### src/rtl/wpvc_pkg.sv
// Shared types and constants for the wall particle velocity correction core.
// No dependencies; used by every other file in rtl/.
`default_nettype none

package wpvc_pkg;

  localparam int unsigned SQ_STEPS  = 32;  // one root bit per stage
  localparam int unsigned DIV_STEPS = 17;  // quotient magnitude never exceeds 1.0

  localparam logic [1:0] MODE_ESCAPE  = 2'd0;
  localparam logic [1:0] MODE_STICK   = 2'd1;
  localparam logic [1:0] MODE_REBOUND = 2'd2;

  localparam logic [1:0] REG_MODE        = 2'd0;
  localparam logic [1:0] REG_RESTITUTION = 2'd1;
  localparam logic [1:0] REG_FRICTION    = 2'd2;

  localparam logic [18:0] Q_ONE = 19'd65536;

  typedef struct packed {
    logic            wall;
    logic [2:0][31:0] area;
    logic [2:0][31:0] vel;
  } item_t;

endpackage

`default_nettype wire

### src/rtl/wpvc_sqrt.sv
// Pipelined integer square root, one result bit per register stage.
// Depends on wpvc_pkg for the stage count.
`default_nettype none

module wpvc_sqrt (
  input  wire logic        clk,
  input  wire logic        en,
  input  wire logic [63:0] val_i,
  output logic      [31:0] root_o
);

  logic [34:0] rem_r  [0:wpvc_pkg::SQ_STEPS-1];
  logic [31:0] root_r [0:wpvc_pkg::SQ_STEPS-1];
  logic [63:0] val_r  [0:wpvc_pkg::SQ_STEPS-1];

  logic [34:0] rem_nxt  [0:wpvc_pkg::SQ_STEPS-1];
  logic [31:0] root_nxt [0:wpvc_pkg::SQ_STEPS-1];
  logic [63:0] val_nxt  [0:wpvc_pkg::SQ_STEPS-1];

  always_comb begin
    logic [34:0] rem_in;
    logic [31:0] root_in;
    logic [63:0] v_in;
    logic [34:0] rem_t;
    logic [34:0] trial;
    for (int k = 0; k < wpvc_pkg::SQ_STEPS; k++) begin
      if (k == 0) begin
        rem_in  = '0;
        root_in = '0;
        v_in    = val_i;
      end else begin
        rem_in  = rem_r[k-1];
        root_in = root_r[k-1];
        v_in    = val_r[k-1];
      end
      rem_t = {rem_in[32:0], v_in[63:62]};
      trial = {1'b0, root_in, 2'b01};
      if (rem_t >= trial) begin
        rem_nxt[k]  = rem_t - trial;
        root_nxt[k] = {root_in[30:0], 1'b1};
      end else begin
        rem_nxt[k]  = rem_t;
        root_nxt[k] = {root_in[30:0], 1'b0};
      end
      val_nxt[k] = {v_in[61:0], 2'b00};
    end
  end

  always_ff @(posedge clk) begin
    if (en) begin
      for (int k = 0; k < wpvc_pkg::SQ_STEPS; k++) begin
        rem_r[k]  <= rem_nxt[k];
        root_r[k] <= root_nxt[k];
        val_r[k]  <= val_nxt[k];
      end
    end
  end

  assign root_o = root_r[wpvc_pkg::SQ_STEPS-1];

endmodule

`default_nettype wire

### config.mk
export PLATFORM = sky130hd
export DESIGN_NAME = wpvc_sqrt
export DESIGN_NICKNAME = d
export VERILOG_FILES = /design/src/rtl/wpvc_pkg.sv /design/src/rtl/wpvc_sqrt.sv
export SDC_FILE = /design/constraint.sdc
export NUM_CORES = 2
export LEC_CHECK = 0
export BUFFER_PORTS_ARGS = -buffer_cell sky130_fd_sc_hd__buf_2
export CAP_MARGIN = 10
export CORE_ASPECT_RATIO = 0.5
export CORE_MARGIN = 5
export CORE_UTILIZATION = 58
export CTS_CLUSTER_DIAMETER = 200
export DETAILED_ROUTE_END_ITERATION = 6
export PLACE_DENSITY = 0.8
export SLEW_MARGIN = 0
export SYNTH_ARGS = -nofsm -noshare
export SYNTH_HDL_FRONTEND = slang
export SYNTH_MEMORY_MAX_BITS = 65536
export SYNTH_SLANG_ARGS = --single-unit
### constraint.sdc
create_clock -name clk -period 3.3 [get_ports clk]
set_clock_uncertainty 0.15 [all_clocks]
set_input_delay 0 -clock clk [delete_from_list [all_inputs] [get_ports clk]]
set_output_delay 0 -clock clk [all_outputs]
set_load 0.03 [all_outputs]
# == Word level (Yosys, flattened, before mapping) ==
# Memory sizes are Yosys's and may differ from the RTL's.
# Cells that the tools add are included.
# totals
register_bits,0
ramBits,4128
inputBits,66
output_inout_bits,32
memories,3
# op_classes
n_addsub,32
n_lt_le_gt_ge,32
mux,66
# memory_table
name,words,width,read_ports,rd_clocked_by_memory_dff,write_ports,line_no,rtl
val_r,32,62,31,0,32,wpvc_sqrt.sv:14,logic [63:0] val_r [0:wpvc_pkg::SQ_STEPS-1];
rem_r,32,35,31,0,32,wpvc_sqrt.sv:12,logic [34:0] rem_r [0:wpvc_pkg::SQ_STEPS-1];
root_r,32,32,32,0,32,wpvc_sqrt.sv:13,logic [31:0] root_r [0:wpvc_pkg::SQ_STEPS-1];
# ops
operator,n
two-way mux 35 bit,32
greater-or-equal comparator 35 x 34 -> 1 bit,31
subtractor 35 x 34 -> 35 bit,31
two-way mux 1 bit,34
subtractor 2 x 1 -> 3 bit (second input constant),1
greater-or-equal comparator 2 x 1 -> 1 bit (second input constant),1

# == Longest topological paths before layout ==
# An unclocked memory read counts as a cell.
# depth
word_depth,3
ltp_mapped,14
depth_no_buf,12

# == Worst setup path after synthesis ==
# Ideal clock, no wire load.
# synth_timing
path_kind,register to register
startpoint,"memory rem_r[27][1], in the netlist rem_r[1][386]"
endpoint,"memory rem_r[28][32], in the netlist rem_r[1][452], data pin"
setup_ns,0.260
t_arrival_ns,3.183
required_time_ns,2.890
setup_slack_ns,-0.293
stages_incl_launch_ff,13
path_buffers,2
path_cell_list,edfxtp_1 > ha_1 > a21oi_1 > a21oi_1 > o41ai_1 > o21a_1 > o221ai_1 > a2111oi_0 > and2_1 > buf_2 > buf_2 > nor2_1 > mux2_2
# synth_rtl
element,line_no
"start, declared",wpvc_sqrt.sv:12

==> reports/metrics.yaml <==
worst_setup_path:
  path_cells: "or4_4, or4_4, or3_4, or3_4, nor3_4, and3_4, nor3b_4, buf_6, buf_6, nor4_2, xor2_1"
  setup.worst_path.start_class: "flip-flop"
  end_kind: "flip-flop"
  max_stage_delay_ns: 0.55
  slowest_stage: "or4_4"
  worstSetupPathType: "flip-flop to flip-flop"
  arrival_ns: 3.97
  worst-path-max-fanout: 4
  required_ns: 3.77
clock_tree:
  cts_tree: "built"
  clock-sinks: 2494
  worstSkewPairLatency_ns: 0.87
  cts-root-buf: "clkbuf_16"
  clockBufferDepth: 4
  h-tree-depth: 4
  cts_buffers: 219
  cts.clk_slew.worst_paths_ns: 0.07
die:
  die_h_um: 327
  start_util: 0.582
  ios: 98
  coreArea_um2: 200000
  row_count: 116
  die-area_um2: 210000
  dieWidth_um: 643
final_layout:
  fin_util: 0.704
  drive_above_1_share: 0.207
  instances_no_fill: 13200
  fin_area_um2: 141000
  num-nets-final: 11000
  synthToLayoutAreaGrowth_pct: 20.9
global_routing:
  grt_usage: 0.227
  grt_pass1_vias: 74700
  grt_start_max_net_pins: 133
  antenna_found_initial: 0
  grt_first_pass_wirelength_mm: 384
  grt-ovfl-total: 0
sta:
  worst_pin_slew_ns: 0.734
  finalHoldViolCount: 0
  fmax_mhz: 286
  slew_violations: 0
  fin_crit_sh: 1.06
  layout_min_cycle_time_ns: 3.50
  fin_setup_tns_ns: -9.92
  setup_viol: 127
  maxSlewHeadroom: 0.510
  rsz0062_at_grt: "true"
  worst_slack_ns: -0.196
route:
  ant_nets: 0
  drt_iter0_drc: 4773
  wl_mm: 250
  drc: 0
  vias: 74500
  post_drt_via_cell_ratio: 5.64
  wire_per_inst_um: 18.9
  dr.pass1.iters: 6
yosys:
  seq_area_frac_synth: 0.644
  netlist_instances: 8965
  synth_top_area_frac: 0.644
  synth_warnings: 0
  synth_edf_count: 2494
  synth.net_count: 9592
  synth.avg_cell_area_um2: 13.0
  synth_largest_area_cell: "edfxtp_1"
  synth_common_cells: "2,494 x edfxtp_1, 717 x inv_1, 593 x a21oi_1"
  synth_cell_types: 91
  synth-seq-cells: 2494
  synth_top_cells_by_area: "edfxtp_1 64%, ha_1 6.0%, xnor2_1 3.1%"
  syn_area_um2: 116000
  yosys.cell_count.top_type: "edfxtp_1"
  async_flop_share: 0
  synth-main-ff-cell: "edfxtp_1"
power:
  powerDensity_nw_per_um2: 652
  p_leak_nw: 55.5
  ir_worst_vdd_uv: 436
job:
  max_cap_violations: 0
run_status:
  status: "finished with violations"
  violations: "negative setup slack"
place:
  placed_cell_area_um2: 127000
  placedCellCount: 12500
  io_buffer_count: 97
  dp_hpwl_mm: 172
  gp_congestion: 0.944
min_path:
  hold_class: "input port to flip-flop"
[critical path, delay by kind of cell (launching register included)]
kind                   cells  cell delay, ns
flip-flops                 1            0.39
buffers and inverters      2            0.26
AND/OR/NAND/NOR            8            2.30
XOR/XNOR                   1            0.14
[where the power goes]
group	internal [W]	switching [W]	leakage [nW]
clock network	0.0142	0.0114	3.43
registers	0.0400	0.00257	24.0
logic	0.0111	0.0125	28.1
[cell type report]
| type | count | area, um^2 |
|---|---|---|
| multi-input combinational | 5575 | 41000 |
| inverter | 719 | 2720 |
| clock inverter | 135 | 1340 |
| fill | 13100 | 59100 |
| sequential | 2494 | 74900 |
| clock buffer | 257 | 5640 |
| timing repair buffer | 1366 | 11700 |
| tap | 2655 | 3320 |
| antenna | 1 | 2.50 |
[through the flow]
step                worst slack, ns  hold WS [ns]  power, W
finish                       -0.196        0.0690    0.0917
global route                 -0.314        0.0333    0.0962
CTS                          -0.167        0.0316    0.0904
detailed placement           -0.412        0.0281    0.0642
global placement             -0.412        0.0260    0.0637
floorplan                    -0.215       -0.0511    0.0560
[state kept, by name, indices dropped and copies added, names as in the netlist]
name	cells
rem_r	974
root_r	528
val_r	992
[layout by cell type, fill, tap and decap left out, types with 59 or more instances in the layout]
cell type and count:
edfxtp_1 2494, buf_4 1004, inv_1 701, nand2_1 549, a21oi_1 538, nor2_1 520, ha_1 517, xnor2_1 410
xor2_1 380, o21ai_0 333, a21o_1 257, clkbuf_16 228, nor3_1 197, nand3_1 160, dlygate4sd3_1 130, nand2b_1 100
buf_2 96, o21a_1 91, nand4_1 83, nor4_1 78, nor2b_1 77, mux2_2 72, or3_1 69, buf_12 60
and3_1 59
[cell families after synthesis]
logic type,Yosys count,synth area share
DFF,2494,0.644
AOI/OAI and AO/OA,1787,0.0961
other,1,0.0000323
buffers and inverters,896,0.0292
and+or+nand+nor,2320,0.0996
adders and majority gates,561,0.0604
muxes,109,0.0104
xor gates and xnor gates,797,0.0600
[path summary, 6_finish.rpt]
kind	depth (start not counted)	endpoint	from	slack, ns
setup / recovery	11	rem_r[0][238]$_DFFE_PP_	rem_r[0][192]$_DFFE_PP_	-0.20
hold / removal	2	val_r[0][42]$_DFFE_PP_	en	0.07
setup reg to reg	11	rem_r[0][238]$_DFFE_PP_	rem_r[0][192]$_DFFE_PP_	-0.20
hold reg to reg	0	val_r[0][595]$_DFFE_PP_	val_r[0][531]$_DFFE_PP_	0.24
[metal layers]
layer / wire, um / track usage / up-vias
met5: 0 / 0 / -
met4: 13300 / 0.109 / 0
li1: - / - / 36000
met3: 9370 / 0.0288 / 682
met2: 134000 / 0.429 / 1846
met1: 93300 / 0.252 / 35900
[what timing repair did]
item                                   4_1_cts  5_1_grt
pin swaps                                   57      130
endpoints found under the hold margin     2214        0
resized for setup                          198      536
buffers inserted                            66      102
hold buffers                               130        0
setup endpoints to repair                  373      625
gates cloned                                12       10
Note: power is estimated with default switching activity, not from simulation.
